==> config.mk <==
export PLATFORM = sky130hd
export DESIGN_NAME = quadrature_encoder_button_decoder
export DESIGN_NICKNAME = d
export VERILOG_FILES = /design/src/hw/rtl/qebd_pkg.sv /design/src/hw/rtl/quadrature_encoder_button_decoder.sv /design/src/hw/rtl/qebd_quad.sv /design/src/hw/rtl/qebd_button.sv
export VERILOG_INCLUDE_DIRS = /design/src /design/src/hw/rtl
export SDC_FILE = /design/constraint.sdc
export NUM_CORES = 1
export LEC_CHECK = 0
export BUFFER_PORTS_ARGS = -buffer_cell sky130_fd_sc_hd__buf_2
export CELL_PAD_IN_SITES_DETAIL_PLACEMENT = 1
export CELL_PAD_IN_SITES_GLOBAL_PLACEMENT = 1
export CORE_MARGIN = 1.5
export CORE_UTILIZATION = 43
export DETAILED_ROUTE_END_ITERATION = 12
export PLACE_DENSITY = 0.86
export SLEW_MARGIN = 10
export SYNTH_ARGS = -nofsm -noshare
export SYNTH_HDL_FRONTEND = slang
export SYNTH_SLANG_ARGS = --single-unit
==> constraint.sdc <==
create_clock -name i_clk -period 6.1 [get_ports i_clk]
set_input_delay 0.305 -clock i_clk [delete_from_list [all_inputs] [get_ports i_clk]]
set_output_delay 0.305 -clock i_clk [all_outputs]
set_load 0.02 [all_outputs]
==> src/hw/rtl/quadrature_encoder_button_decoder_defines.svh <==
// ----------------------------------------------------------------------------
// Assertion macros for the quadrature encoder and button decoder
// Clocked on i_clk. The first form is masked during reset; the second is
// checked during reset as well.
// ----------------------------------------------------------------------------
`ifndef QUADRATURE_ENCODER_BUTTON_DECODER_DEFINES_SVH
`define QUADRATURE_ENCODER_BUTTON_DECODER_DEFINES_SVH

`ifndef SYNTH
// Check a property outside reset
`define QEBD_ASSERT(label, prop) \
    label: assert property (@(posedge i_clk) disable iff (!i_rst_n) prop) \
        else $error("qebd assertion failed");
// Check a property at every edge, reset included
`define QEBD_ASSERT_RST(label, prop) \
    label: assert property (@(posedge i_clk) prop) \
        else $error("qebd reset assertion failed");
`else
`define QEBD_ASSERT(label, prop)
`define QEBD_ASSERT_RST(label, prop)
`endif

`endif

==> src/hw/rtl/qebd_pkg.sv <==
// ----------------------------------------------------------------------------
// qebd_pkg
// Shared types and constants of the quadrature encoder and button decoder.
// ----------------------------------------------------------------------------
`timescale 1ns / 1ps

package qebd_pkg;

    localparam int unsigned POS_W  = 32;
    localparam int unsigned TIME_W = 32;
    localparam int unsigned CFG_W  = 16;

    localparam logic [CFG_W-1:0] DEBOUNCE_RST   = 16'd50;
    localparam logic [CFG_W-1:0] LONG_PRESS_RST = 16'd1000;

    // Step count distance that makes one detent
    localparam logic [POS_W-1:0] DETENT_STEPS = 32'd2;

    localparam logic [1:0] AB_IDLE = 2'b11;

    // Request codes
    typedef enum logic [1:0] {
        REQ_SAMPLE = 2'd0,
        REQ_POLL   = 2'd1,
        REQ_CLEAR  = 2'd2
    } t_req;

    // Event codes
    typedef enum logic [2:0] {
        EV_NONE  = 3'd0,
        EV_CW    = 3'd1,
        EV_CCW   = 3'd2,
        EV_SHORT = 3'd3,
        EV_LONG  = 3'd4
    } t_event;

    // Configuration register indexes
    typedef enum logic {
        CFG_DEBOUNCE   = 1'b0,
        CFG_LONG_PRESS = 1'b1
    } t_cfg_idx;

    // Gray transitions {old AB, new AB}
    localparam logic [3:0] TR_UP_0 = 4'b0001;
    localparam logic [3:0] TR_UP_1 = 4'b0111;
    localparam logic [3:0] TR_UP_2 = 4'b1110;
    localparam logic [3:0] TR_UP_3 = 4'b1000;
    localparam logic [3:0] TR_DN_0 = 4'b0010;
    localparam logic [3:0] TR_DN_1 = 4'b1011;
    localparam logic [3:0] TR_DN_2 = 4'b1101;
    localparam logic [3:0] TR_DN_3 = 4'b0100;

    typedef struct packed {
        logic inc;
        logic dec;
    } t_quad_dir;

    typedef struct packed {
        logic [CFG_W-1:0] deb_limit;
        logic [CFG_W-1:0] long_limit;
    } t_btn_cfg;

endpackage

==> src/hw/rtl/quadrature_encoder_button_decoder.sv <==
// A request accepted into the input register has its result written to the result
// register once the output is free; o_valid then rises.
// Throughput: one request per cycle unless a pending result is not taken; the
// position and button state update as a request moves into the result register.
// Reset (synchronous, i_rst_n low): position zero, pins idle high, button
// released, debounce 50 ms and long press 1000 ms; no result pending.
// ----------------------------------------------------------------------------
// quadrature_encoder_button_decoder
// Rotary encoder step counter with detent events and a debounced push button
// that reports short and long presses.
// ----------------------------------------------------------------------------
`timescale 1ns / 1ps
`include "quadrature_encoder_button_decoder_defines.svh"

module quadrature_encoder_button_decoder (
    input  logic                              i_clk,
    input  logic                              i_rst_n,
    // configuration
    input  logic                              i_cfg_we,
    input  logic                              i_cfg_idx,
    input  logic [qebd_pkg::CFG_W-1:0]        i_cfg_data,
    // request channel
    input  logic                              i_valid,
    output logic                              o_ready,
    input  logic [1:0]                        i_req_type,
    input  logic                              i_pin_a,
    input  logic                              i_pin_b,
    input  logic                              i_pin_sw,
    input  logic [qebd_pkg::TIME_W-1:0]       i_now_ms,
    // result channel
    output logic                              o_valid,
    input  logic                              i_ready,
    output logic [2:0]                        o_event_code,
    output logic signed [qebd_pkg::POS_W-1:0] o_position
);
    import qebd_pkg::*;

    // Configuration registers
    t_btn_cfg r_cfg;

    // Input register
    logic              r_in_valid;
    t_req              r_in_req;
    logic              r_in_a;
    logic              r_in_b;
    logic              r_in_sw;
    logic [TIME_W-1:0] r_in_now;

    // Encoder state
    logic [1:0]        r_last_ab;
    logic [POS_W-1:0]  r_step;
    logic [POS_W-1:0]  r_reported;
    logic [1:0]        n_last_ab;
    logic [POS_W-1:0]  n_step;
    logic [POS_W-1:0]  n_reported;

    // Result register
    logic              r_out_valid;
    t_event            r_out_event;
    logic [POS_W-1:0]  r_out_pos;
    t_event            n_event;

    logic              in_take;
    logic              advance;
    logic [1:0]        now_ab;
    t_quad_dir         dir;
    logic [POS_W-1:0]  detent_diff;
    logic              det_cw;
    logic              det_ccw;
    logic              btn_fire;
    t_event            btn_event;

    // The input stage frees up whenever its request moves on to the result
    // register, so a waiting result blocks a new request only while the input register is full.
    assign advance  = r_in_valid && (!r_out_valid || i_ready);
    assign o_ready  = !r_in_valid || !r_out_valid || i_ready;
    assign in_take  = i_valid && o_ready;

    assign o_valid      = r_out_valid;
    assign o_event_code = r_out_event;
    assign o_position   = r_out_pos;

    // Configuration writes
    always_ff @(posedge i_clk) begin
        if (!i_rst_n) begin
            r_cfg.deb_limit  <= DEBOUNCE_RST;
            r_cfg.long_limit <= LONG_PRESS_RST;
        end else if (i_cfg_we) begin
            unique case (t_cfg_idx'(i_cfg_idx))
                CFG_DEBOUNCE:   r_cfg.deb_limit  <= i_cfg_data;
                CFG_LONG_PRESS: r_cfg.long_limit <= i_cfg_data;
                default:        r_cfg            <= r_cfg;
            endcase
        end
    end

    // Input register: hold the request until the result stage takes it
    always_ff @(posedge i_clk) begin
        if (!i_rst_n) begin
            r_in_valid <= 1'b0;
        end else if (in_take) begin
            r_in_valid <= 1'b1;
        end else if (advance) begin
            r_in_valid <= 1'b0;
        end
    end

    always_ff @(posedge i_clk) begin
        if (in_take) begin
            r_in_req <= t_req'(i_req_type);
            r_in_a   <= i_pin_a;
            r_in_b   <= i_pin_b;
            r_in_sw  <= i_pin_sw;
            r_in_now <= i_now_ms;
        end
    end

    // Encoder transition decode
    assign now_ab = {r_in_a, r_in_b};

    qebd_quad u_quad (
        .i_last_ab (r_last_ab),
        .i_now_ab  (now_ab),
        .o_dir     (dir)
    );

    // Detent check: signed distance between count and last report.
    // Clockwise from +2 up to the largest positive value, counter-clockwise
    // from the most negative value up to -2.
    assign detent_diff = r_step - r_reported;
    assign det_cw      = !detent_diff[POS_W-1] && (detent_diff >= DETENT_STEPS);
    assign det_ccw     = detent_diff[POS_W-1] && (detent_diff != '1);

    // Button logic runs only on a poll that did not report a detent
    assign btn_fire = advance && (r_in_req == REQ_POLL) && !det_cw && !det_ccw;

    qebd_button u_button (
        .i_clk   (i_clk),
        .i_rst_n (i_rst_n),
        .i_fire  (btn_fire),
        .i_sw    (r_in_sw),
        .i_now   (r_in_now),
        .i_cfg   (r_cfg),
        .o_event (btn_event)
    );

    // Next state and result for the request in the input register
    always_comb begin
        n_last_ab  = r_last_ab;
        n_step     = r_step;
        n_reported = r_reported;
        n_event    = EV_NONE;
        unique case (r_in_req)
            REQ_SAMPLE: begin
                n_last_ab = now_ab;
                if (dir.inc) begin
                    n_step = r_step + POS_W'(1);
                end else if (dir.dec) begin
                    n_step = r_step - POS_W'(1);
                end
            end
            REQ_POLL: begin
                priority if (det_cw) begin
                    n_reported = r_step;
                    n_event    = EV_CW;
                end else if (det_ccw) begin
                    n_reported = r_step;
                    n_event    = EV_CCW;
                end else begin
                    n_event = btn_event;
                end
            end
            REQ_CLEAR: begin
                n_step     = '0;
                n_reported = '0;
            end
            // unused code: no event, report the count unchanged
            default: begin
                n_event = EV_NONE;
            end
        endcase
    end

    always_ff @(posedge i_clk) begin
        if (!i_rst_n) begin
            r_last_ab  <= AB_IDLE;
            r_step     <= '0;
            r_reported <= '0;
        end else if (advance) begin
            r_last_ab  <= n_last_ab;
            r_step     <= n_step;
            r_reported <= n_reported;
        end
    end

    // Result register
    always_ff @(posedge i_clk) begin
        if (!i_rst_n) begin
            r_out_valid <= 1'b0;
        end else if (advance) begin
            r_out_valid <= 1'b1;
        end else if (i_ready) begin
            r_out_valid <= 1'b0;
        end
    end

    always_ff @(posedge i_clk) begin
        if (advance) begin
            r_out_event <= n_event;
            r_out_pos   <= n_step;
        end
    end

    // A detent report brings the reported count level with the step count
    `QEBD_ASSERT(a_detent_sync, (advance && r_in_req == REQ_POLL && (det_cw || det_ccw)) |=> (r_reported == r_step))
    // A clear zeroes both counts and reports position zero
    `QEBD_ASSERT(a_clear_zero, (advance && r_in_req == REQ_CLEAR) |=> (r_step == '0 && r_reported == '0 && r_out_pos == '0))
    // Only a pin sample may move the stored AB pair
    `QEBD_ASSERT(a_ab_hold, (advance && r_in_req != REQ_SAMPLE) |=> $stable(r_last_ab))
    // A sample never raises an event
    `QEBD_ASSERT(a_sample_quiet, (advance && r_in_req == REQ_SAMPLE) |=> (r_out_event == EV_NONE))
    // Reset leaves no result pending and the count at zero
    `QEBD_ASSERT_RST(a_reset_state, !i_rst_n |=> (!r_out_valid && !r_in_valid && r_step == '0))

endmodule

==> src/hw/rtl/qebd_quad.sv <==
// ----------------------------------------------------------------------------
// qebd_quad
// Gray-code transition decoder: classifies an old/new AB pair as a step up,
// a step down or no move.
// ----------------------------------------------------------------------------
`timescale 1ns / 1ps

module qebd_quad (
    input  logic                [1:0] i_last_ab,
    input  logic                [1:0] i_now_ab,
    output qebd_pkg::t_quad_dir       o_dir
);
    import qebd_pkg::*;

    logic [3:0] pair;

    assign pair = {i_last_ab, i_now_ab};

    always_comb begin
        o_dir = '0;
        unique case (pair)
            TR_UP_0, TR_UP_1, TR_UP_2, TR_UP_3: begin
                o_dir.inc = 1'b1;
            end
            TR_DN_0, TR_DN_1, TR_DN_2, TR_DN_3: begin
                o_dir.dec = 1'b1;
            end
            // no change or a skipped state: hold
            default: begin
                o_dir = '0;
            end
        endcase
    end

endmodule

==> src/hw/rtl/qebd_button.sv <==
// ----------------------------------------------------------------------------
// qebd_button
// Button debounce and press classifier on a wrapping millisecond timestamp.
// ----------------------------------------------------------------------------
`timescale 1ns / 1ps

module qebd_button (
    input  logic                            i_clk,
    input  logic                            i_rst_n,
    input  logic                            i_fire,
    input  logic                            i_sw,
    input  logic [qebd_pkg::TIME_W-1:0]     i_now,
    input  qebd_pkg::t_btn_cfg              i_cfg,
    output qebd_pkg::t_event                o_event
);
    import qebd_pkg::*;

    logic              r_acc;
    logic              r_prev;
    logic [TIME_W-1:0] r_last_change;
    logic [TIME_W-1:0] r_press_start;
    logic              r_long_done;

    logic              n_acc;
    logic [TIME_W-1:0] n_last_change;
    logic [TIME_W-1:0] n_press_start;
    logic              n_long_done;

    logic              changed;
    logic              stable;
    logic              long_held;
    logic [TIME_W-1:0] since_change;
    logic [TIME_W-1:0] held_for;

    assign changed       = (i_sw != r_prev);
    assign n_last_change = changed ? i_now : r_last_change;
    assign since_change  = i_now - n_last_change;
    assign stable        = (since_change > {{(TIME_W-CFG_W){1'b0}}, i_cfg.deb_limit});
    assign held_for      = i_now - r_press_start;
    assign long_held     = (held_for >= {{(TIME_W-CFG_W){1'b0}}, i_cfg.long_limit});

    always_comb begin
        n_acc         = r_acc;
        n_press_start = r_press_start;
        n_long_done   = r_long_done;
        o_event       = EV_NONE;
        if (stable) begin
            priority if (i_sw != r_acc && !i_sw) begin
                // new press: the held time starts at zero
                n_acc         = 1'b0;
                n_press_start = i_now;
                if (i_cfg.long_limit == '0) begin
                    n_long_done = 1'b1;
                    o_event     = EV_LONG;
                end else begin
                    n_long_done = 1'b0;
                end
            end else if (i_sw != r_acc) begin
                // release
                n_acc = 1'b1;
                if (!r_long_done) begin
                    o_event = long_held ? EV_LONG : EV_SHORT;
                end
            end else if (!r_acc && !r_long_done && long_held) begin
                n_long_done = 1'b1;
                o_event     = EV_LONG;
            end else begin
                o_event = EV_NONE;
            end
        end
    end

    always_ff @(posedge i_clk) begin
        if (!i_rst_n) begin
            r_acc         <= 1'b1;
            r_prev        <= 1'b1;
            r_last_change <= '0;
            r_press_start <= '0;
            r_long_done   <= 1'b0;
        end else if (i_fire) begin
            r_acc         <= n_acc;
            r_prev        <= i_sw;
            r_last_change <= n_last_change;
            r_press_start <= n_press_start;
            r_long_done   <= n_long_done;
        end
    end

endmodule
# After elaboration in Yosys (flattened, before gate mapping)
# Cells that the tools add are included.
# word_totals
output_inout_bits,37
ff_bits,239
# classes
add_sub_neg,5
n_mux,28
reduce_logical,39
n_bitwise,3
magnitude_cmp,3
eq_ne,15
# op_table
operator,count
$mux W32,5
$pmux W32 S2,2
$sub A32 B32 Y32,3
$add A32 B1 Y32 const B,1
$ge A32 B16 Y1,1
$ge A32 B2 Y1 const B,1
$gt A32 B16 Y1,1
$ne A32 B32 Y1 const B,1
$sub A32 B1 Y32 const B,1
$mux W3,6
$eq A4 B4 Y1 const B,4
$logic_not A16 Y1,1
$mux W1,13
$reduce_or A4 Y1,3
$logic_and A1 B1 Y1,10
$reduce_bool A2 Y1,5
$reduce_and A3 Y1,3
$eq A4 B3 Y1 const B,2
$logic_not A1 Y1,8
$reduce_and A2 Y1,3
$eq A4 B1 Y1 const B,1
$eq A4 B2 Y1 const B,1
$mux W2,2
$reduce_and A4 Y1,1
other kinds (9),14

# Depth between registers and ports, before layout
# Gate-level depths: netlist of run 1.
# depth
depth_word,9
mapped_depth,25
ltp_nobuf,23

# Hierarchy
# A second synthesis of run 1 with hierarchy kept.
# unflattened
hier_cells,2415
hier_area_um2,19094.6
# by_module_without_submodules
mod,cells_per_inst,n_inst,area_each_um2
quadrature_encoder_button_decoder,1311,1,10931.7
qebd_button,1100,1,8135.3
qebd_quad,4,1,27.5

# Worst setup path before layout of run 1
# OpenSTA, ideal clock, no wires.
# synth_path
kind,reg-to-reg
startpoint,register r_in_sw
endpoint,register u_button.r_press_start[10]
t_arrival_ns,5.854
path_slack_ns,0.175
path_buffers,4
setup_time_ns,0.072
stages_incl_launch_ff,26
cell_sequence,edfxtp_1 -> xor2_1 -> clkbuf_1 -> mux2i_1 -> ha_1 -> clkbuf_1 -> a21oi_1 -> o21ai_0 -> or3_1 -> o211ai_1 -> nor2b_1 -> clkbuf_1 -> xnor2_1 -> ha_1 -> nand4_1 -> nor2_1 -> a2111oi_0 -> nor3_1 -> nor2_1 -> o2111ai_1 -> or3_1 -> nor4_1 -> nand4_1 -> nand3_1 -> buf_2 -> mux2i_1
# synth_via
elab_chain_len,5
elab_cells_between_ends,8
# synth_lines
element,line,source
start: declaration,quadrature_encoder_button_decoder.sv:46,logic r_in_sw;
start signal: assignment,quadrature_encoder_button_decoder.sv:113,r_in_sw <= i_pin_sw;
$ne A1 B1 Y1,qebd_button.sv:35,assign changed = (i_sw != r_prev);
$mux W32,qebd_button.sv:36,assign n_last_change = changed ? i_now : r_last_change;
$sub A32 B32 Y32,qebd_button.sv:37,assign since_change = i_now - n_last_change;
$gt A32 B16 Y1,qebd_button.sv:38,"assign stable = (since_change > {{(TIME_W-CFG_W){1'b0}}, i_cfg.deb_limit});"
$reduce_and A3 Y1 (no line) *,n/a,
end signal: assignment,qebd_button.sv:84,r_press_start <= n_press_start;
end: declaration,qebd_button.sv:21,logic [TIME_W-1:0] r_press_start;
# Mark *: on every way between the ends. The rest lies on a longest branch, timed or not.
# A chain may end at the register's enable or synchronous reset.

# Worst setup path in the final report of run 1
# layout_path
startpoint,register r_in_now[3]
endpoint,"register r_out_event[1], in the netlist o_event_code[1], data pin"
# layout_via
elab_chain_len,8
elab_cells_between_ends,11
# layout_lines
element,line,source
start: declaration,quadrature_encoder_button_decoder.sv:47,logic [TIME_W-1:0] r_in_now;
start signal: assignment,quadrature_encoder_button_decoder.sv:114,r_in_now <= i_now_ms;
$sub A32 B32 Y32,qebd_button.sv:39,assign held_for = i_now - r_press_start;
$ge A32 B16 Y1,qebd_button.sv:40,"assign long_held = (held_for >= {{(TIME_W-CFG_W){1'b0}}, i_cfg.long_limit});"
$mux W3,qebd_button.sv:62,o_event = long_held ? EV_LONG : EV_SHORT;
$mux W3,qebd_button.sv:61,if (!r_long_done) begin
$mux W3,qebd_button.sv:58,end else if (i_sw != r_acc) begin
$mux W3,qebd_button.sv:48,priority if (i_sw != r_acc && !i_sw) begin
$mux W2 *,qebd_button.sv:47,if (stable) begin
$mux W2 *,quadrature_encoder_button_decoder.sv:166,end else if (det_ccw) begin
end signal: assignment,quadrature_encoder_button_decoder.sv:209,r_out_event <= n_event;
end: declaration,quadrature_encoder_button_decoder.sv:59,t_event r_out_event;
# Marked as above.

==> results.json, run 1 <==
{
  "holdWs_ps": 15.1,
  "cts_tree": "yes",
  "cts_root_buf": "clkbuf_16",
  "async_flop_share_pct": 0,
  "skew_ps": 28.0,
  "initial_core_util_pct": 43.9,
  "first_global_vias": 18500,
  "p_leak_uw": 0.00844,
  "hold_class": "primary input to register",
  "die-area_um2": 43300,
  "place_inst": 2814,
  "synth_compound_area_share_pct": 21.2,
  "cp-start-kind": "register",
  "ys_seq_area_share_pct": 30.4,
  "netlist_instances": 2301,
  "clk_pin_slew_worst_paths_ps": 60,
  "cap_violations": 0,
  "worst_pin_slew_ps": 1250,
  "worstSetupPathType": "register to register",
  "seqCellArea_um2": 5510,
  "rows": 74,
  "drv_slew": 0,
  "overflow": 0,
  "synth_top_area_share_pct": 18.5,
  "grt_usage_pct": 27.9,
  "routedWlPerCell_um": 21.2,
  "startpoint": "r_in_now[3]$_DFFE_PP_",
  "antenna_found_initial": 0,
  "vias_per_cell": 6.08,
  "period_share_pct": 96.5,
  "multi_input_area_um2": 11600,
  "pre_cts_ws_ps": 99.4,
  "drtIter0Drc": 1087,
  "clkSinkCount": 239,
  "synth_area_leader_cell": "dfxtp_1",
  "max_freq_ghz": 0.170,
  "cts.path.max_buffers": 3,
  "ir_drop_mv": 0.184,
  "nFillCells": 5080,
  "yosysWarnings": 0,
  "antenna_cells": 0,
  "r2r-start": "r_in_now[3]$_DFFE_PP_",
  "nets": 2563,
  "drtPass1Iterations": 6,
  "hpwl_um": 45500,
  "max_slew_margin_pct": 15.3,
  "ys_ff_latch": 239,
  "ios": 96,
  "routabilityCongestion": 0.931,
  "setup_violations": 0,
  "synth_edf_count": 72,
  "worst_slack_ps": 213,
  "final_cell_mix": "399 x nand2_1, 178 x a21oi_1, 166 x dfxtp_1, 132 x nor2_1, 128 x inv_1",
  "drt-total-wl_um": 62100,
  "finalPower_uw": 4800,
  "num_vias": 17800,
  "syn_area_per_cell_um2": 7.86,
  "synthSimpleGateAreaFrac_pct": 24.6,
  "synth.area.mux_share_pct": 4.40,
  "die_x_um": 208,
  "synth_top_family_by_area": "simple AND/OR/NAND/NOR gates",
  "grt_max_degree": 95,
  "die_h_um": 208,
  "yosys.area_share.adder_pct": 9.05,
  "area_delta_synth_final_pct": 12.9,
  "finalHoldViolCount": 0,
  "reg2reg_slack_ps": 210,
  "synthXorXnorAreaFrac_pct": 4.41,
  "worstPathArrival_ps": 6280,
  "drive_above_1_share_pct": 9.50,
  "netlist_top_cells_area": "dfxtp_1 18%, edfxtp_1 12%, ha_1 8.7%",
  "syn_nets": 2489,
  "end_kind": "register",
  "fp.coreArea_um2": 41200,
  "cp_max_fo": 6,
  "drc": 0,
  "numCtsBuffers": 30,
  "r2r-end": "o_event_code[1]$_SDFFCE_PP0P_",
  "fin_cells": 2931,
  "fin_crit_ps": 5890,
  "grt_pass1_wl_um": 98800,
  "cts-htree-levels": 1,
  "worstPathRequired_ps": 6490,
  "layout_commonest_cell": "nand2_1",
  "syn_area_um2": 18100,
  "power_density_nw_per_um2": 235,
  "synth_cell_type_count": 89,
  "ant_nets": 0,
  "synthFlopType": "dfxtp_1",
  "crit_end": "o_event_code[1]$_SDFFCE_PP0P_",
  "reg2reg_depth": 18,
  "clk_latency_ps": 580,
  "status": "complete, no violations",
  "port_buffers": 95
}
## cell type report
type | instances | area share [%]
Tap cell | 532 | 3.26
Clock inverter | 13 | 0.484
Inverter | 131 | 2.41
Timing Repair Buffer | 177 | 6.09
Sequential cell | 239 | 27.0
Multi-Input combinational cell | 1796 | 56.7
Clock buffer | 43 | 4.07
## layer usage
layer / global-route usage, % / up-vias / wire, um
li1: - / 8450 / -
met1: 33.9 / 8810 / 26400
met2: 50.3 / 414 / 30900
met3: 3.08 / 147 / 2270
met4: 10.9 / 0 / 2490
met5: 0 / - / 0
## logic make-up after synthesis
family          after synthesis
xor+xnor                     91
mux                          79
simple gates                922
buf+inv                     266
fa+ha+maj                   129
flops                       239
compound gates              575
## registers in the layout, indices dropped and copies added (netlist names), 3 cells and up
name	count
r_in_now	32
o_position	32
u_button.r_press_start	32
u_button.r_last_change	32
r_step	32
o_event_code	3
r_cfg	32
r_reported	32
## timing repair
action | in CTS | in global routing
gates resized for setup | 0 | 14
buffers inserted | 0 | 12
hold buffers | 48 | 0
endpoints found under the hold margin | 53 | 0
setup endpoints to repair | 0 | 36
## synthesized netlist by cell type, types with 47 or more instances
master,number
xnor2_1,47
clkbuf_1,98
nand3_1,77
or3_1,47
nor2_1,132
mux2i_1,75
edfxtp_1,72
a21oi_1,179
dfxtp_1,167
ha_1,126
inv_1,129
a31oi_1,47
o21ai_0,81
nand2_1,399
## stage by stage
step | util, % | area, um^2 | setup TNS (ps)
2_1_floorplan | - | 18100 | 0
3_3_place_gp | 45.8 | 18900 | 0
3_5_place_dp | 45.8 | 18900 | 0
4_1_cts | 49.2 | 20300 | 0
5_1_grt | 49.6 | 20400 | -103
6_report | 49.6 | 20400 | 0
## power breakdown
| part | leakage, uW | internal (uW) | switching (uW) | total, uW |
|---|---|---|---|---|
| sequential | 0.00205 | 1690 | 54.9 | 1750 |
| combinational | 0.00594 | 510 | 846 | 1360 |
| clock | 0.000447 | 986 | 715 | 1700 |
## critical path, cell delays in order, from the launching register on
cell and delay [ps]:
edfxtp_1 510, ha_1 400, o211ai_1 120, a21oi_1 100, o21a_1 240, or2_2 320, a31oi_1 200, xnor2_1 140
ha_1 290, a221oi_2 250, o211ai_1 110, or4_1 520, or4_1 480, nor4b_1 320, or4b_1 520, or4_4 600
nor4_4 180, nand2_1 130, a221oi_2 260
## worst min path at each step
stage | from | to | slack (ps) | depth (start not counted)
after CTS | i_cfg_data[3] | r_cfg[3]$_SDFFE_PN1P_ | 4 | 3
after floorplan | i_pin_a | r_in_a$_DFFE_PP_ | 400 | 0
final | i_cfg_data[0] | r_cfg[0]$_SDFFE_PN0P_ | 20 | 3
after detailed placement | r_cfg[22]$_SDFFE_PN0P_ | r_cfg[22]$_SDFFE_PN0P_ | 450 | 2
after global routing | i_cfg_data[0] | r_cfg[0]$_SDFFE_PN0P_ | 20 | 3
after global placement | r_cfg[22]$_SDFFE_PN0P_ | r_cfg[22]$_SDFFE_PN0P_ | 440 | 2
(Power assumes the default switching activity.)
==> inputs of run 2 (changes only) <==
--- a/config.mk
+++ b/config.mk
@@ -7,12 +7,11 @@
 export NUM_CORES = 1
 export LEC_CHECK = 0
 export BUFFER_PORTS_ARGS = -buffer_cell sky130_fd_sc_hd__buf_2
-export CELL_PAD_IN_SITES_DETAIL_PLACEMENT = 1
-export CELL_PAD_IN_SITES_GLOBAL_PLACEMENT = 1
 export CORE_MARGIN = 1.5
-export CORE_UTILIZATION = 43
+export CORE_UTILIZATION = 50
 export DETAILED_ROUTE_END_ITERATION = 12
-export PLACE_DENSITY = 0.86
+export PLACE_DENSITY = 0.75
+export SETUP_SLACK_MARGIN = 0.02
 export SLEW_MARGIN = 10
 export SYNTH_ARGS = -nofsm -noshare
 export SYNTH_HDL_FRONTEND = slang
==> constraint.sdc (replaced) <==
create_clock -name i_clk -period 6.8 [get_ports i_clk]
set_input_delay 0.34 -clock i_clk [delete_from_list [all_inputs] [get_ports i_clk]]
set_output_delay 0.34 -clock i_clk [all_outputs]
set_load 0.02 [all_outputs]
==> results.json, run 2 (same netlist as run 1, synthesis figures left out) <==
{
  "drt-total-wl_um": 54000,
  "reg2reg_slack_ps": 570,
  "seqCellArea_um2": 5510,
  "fp.coreArea_um2": 35600,
  "routabilityCongestion": 0.977,
  "num_vias": 17300,
  "end_kind": "register",
  "rows": 69,
  "nets": 2529,
  "hp-start": "i_valid",
  "die_h_um": 193,
  "power_switching_uw": 1390,
  "first_global_vias": 16300,
  "hpwl_um": 39400,
  "overflow": 0,
  "ios": 96,
  "r2r-start": "r_in_sw$_DFFE_PP_",
  "dpl_cell_area_um2": 18700,
  "numCtsBuffers": 27,
  "area_delta_synth_final_pct": 10.7,
  "cp-start-kind": "register",
  "drtPass1Iterations": 6,
  "cts.path.max_buffers": 3,
  "ant_nets": 0,
  "power_density_nw_per_um2": 213,
  "swShare_pct": 32.6,
  "drc": 0,
  "utilization_pct": 56.3,
  "vias_per_cell": 6.13,
  "cts-htree-levels": 1,
  "drive_above_1_share_pct": 8.30,
  "ir_drop_mv": 0.236,
  "nFillCells": 3253,
  "grt_pass1_wl_um": 86100,
  "holdWs_ps": 33.2,
  "max_slew_margin_pct": 19.0,
  "startpoint": "r_in_sw$_DFFE_PP_",
  "reg2reg_depth": 23,
  "fin_setup_tns_ps": 0,
  "r2r-end": "u_button.r_acc$_SDFFE_PN1P_",
  "cp_max_fo": 11,
  "multi_input_area_um2": 11500,
  "cts_root_buf": "clkbuf_16",
  "max_freq_ghz": 0.161,
  "power_frac_comb_pct": 27.1,
  "hold_class": "primary input to register",
  "cts_tree": "yes",
  "port_buffers": 95,
  "finalInstanceArea_um2": 20000,
  "worstSetupPathType": "register to register",
  "whs_path_depth": 3,
  "seqPwrFrac_pct": 36.7,
  "rsz0062_at_grt": "false",
  "period_share_pct": 91.6,
  "drv_slew": 0,
  "clk_pin_slew_worst_paths_ps": 60,
  "antenna_found_initial": 0,
  "worstPathArrival_ps": 6590,
  "p_leak_uw": 0.00829,
  "skew_ps": 12.2,
  "clkPwrFrac_pct": 36.2,
  "setup_violations": 0,
  "die_x_um": 193,
  "routedWlPerCell_um": 19.1,
  "initial_core_util_pct": 50.9,
  "holdPathEnd": "r_in_valid$_SDFFE_PN0P_",
  "worstPathRequired_ps": 7170,
  "layout_commonest_cell": "nand2_1",
  "p_int_uw": 2880,
  "fin_crit_ps": 6230,
  "grt_max_degree": 123,
  "worst_pin_slew_ps": 1210,
  "die-area_um2": 37300,
  "final_cell_mix": "399 x nand2_1, 179 x a21oi_1, 167 x dfxtp_1, 132 x nor2_1, 128 x inv_1",
  "finalPower_uw": 4270,
  "clkSinkCount": 239,
  "status": "complete, no violations",
  "antenna_cells": 0,
  "finalHoldViolCount": 0,
  "clk_latency_ps": 560,
  "drtIter0Drc": 1557,
  "grt_usage_pct": 27.8,
  "cap_violations": 0
}
==> run 2: cell count changes in the layout (fill, tap and decap cells not counted), sizes merged <==
cell | before | now
buf | 128 | 109
clkinv | 10 | 4
clkinvlp | 3 | 2
bufinv | 1 | 2
clkbuf | 44 | 41
inv | 130 | 131
dlygate4sd3 | 48 | 37
==> run 2: routing by layer <==
metal | up-vias | part of all wire (%) | global-route usage (%)
li1 | 8385 | - | -
met1 | 8224 | 42 | 34.8
met2 | 589 | 50 | 49.8
met3 | 110 | 5.1 | 2.86
met4 | 0 | 3.6 | 9.27
met5 | - | 0 | 0
==> run 2: final cells by class <==
class,count,area share (%)
Tap cell,461,2.88
Multi-Input combinational cell,1796,57.7
Clock inverter,8,0.506
Sequential cell,239,27.5
Timing Repair Buffer,146,4.83
Inverter,131,2.46
Clock buffer,41,4.15
==> run 2: worst max-delay path, cell delays in order (launching register included) <==
cell	delay (ps)
edfxtp_1	500
xnor2_1	180
buf_4	170
o21ai_0	320
ha_1	270
inv_1	80
fa_1	410
a22oi_1	350
nor3_1	130
nor2_1	380
o21ai_0	190
xor2_1	170
ha_1	300
nand4_1	130
nor2_1	60
a2111oi_0	560
o31ai_1	150
nor4_1	260
and4b_1	230
and4_1	180
nand4b_1	100
or4_1	590
a31oi_1	230
o21ai_0	120
==> run 2: worst max path at each step <==
stage	depth (start not counted)	slack, ps	endpoint
after global placement	23	960	o_event_code[1]$_SDFFCE_PP0P_
after floorplan	25	870	u_button.r_press_start[10]$_SDFFE_PN0P_
after CTS	23	610	u_button.r_acc$_SDFFE_PN1P_
after detailed placement	23	620	u_button.r_acc$_SDFFE_PN1P_
final	23	570	u_button.r_acc$_SDFFE_PN1P_
after global routing	23	50	u_button.r_acc$_SDFFE_PN1P_
==> run 2: stage by stage <==
stage               setup slack (ps)  std cells
finish                           574       2822
global route                    53.1       2822
CTS                              609       2822
detailed placement               616       2736
global placement                 962       2736
floorplan                        875       2301
==> run 2: power by group through the flow <==
stage / Combinational (uW) / Clock (uW) / Sequential [uW]
floorplan: 827 / 0 / 1590
global placement: 1090 / 0 / 1590
detailed placement: 1110 / 0 / 1590
CTS: 1130 / 1570 / 1560
global route: 1260 / 1620 / 1570
finish: 1160 / 1550 / 1570
==> run 2: timing repair <==
action                                 in CTS  in global routing
gates resized for setup                     0                  0
buffers inserted                            0                  0
endpoints found under the hold margin      37                  0
hold buffers                               37                  0
setup endpoints to repair                   0                  0
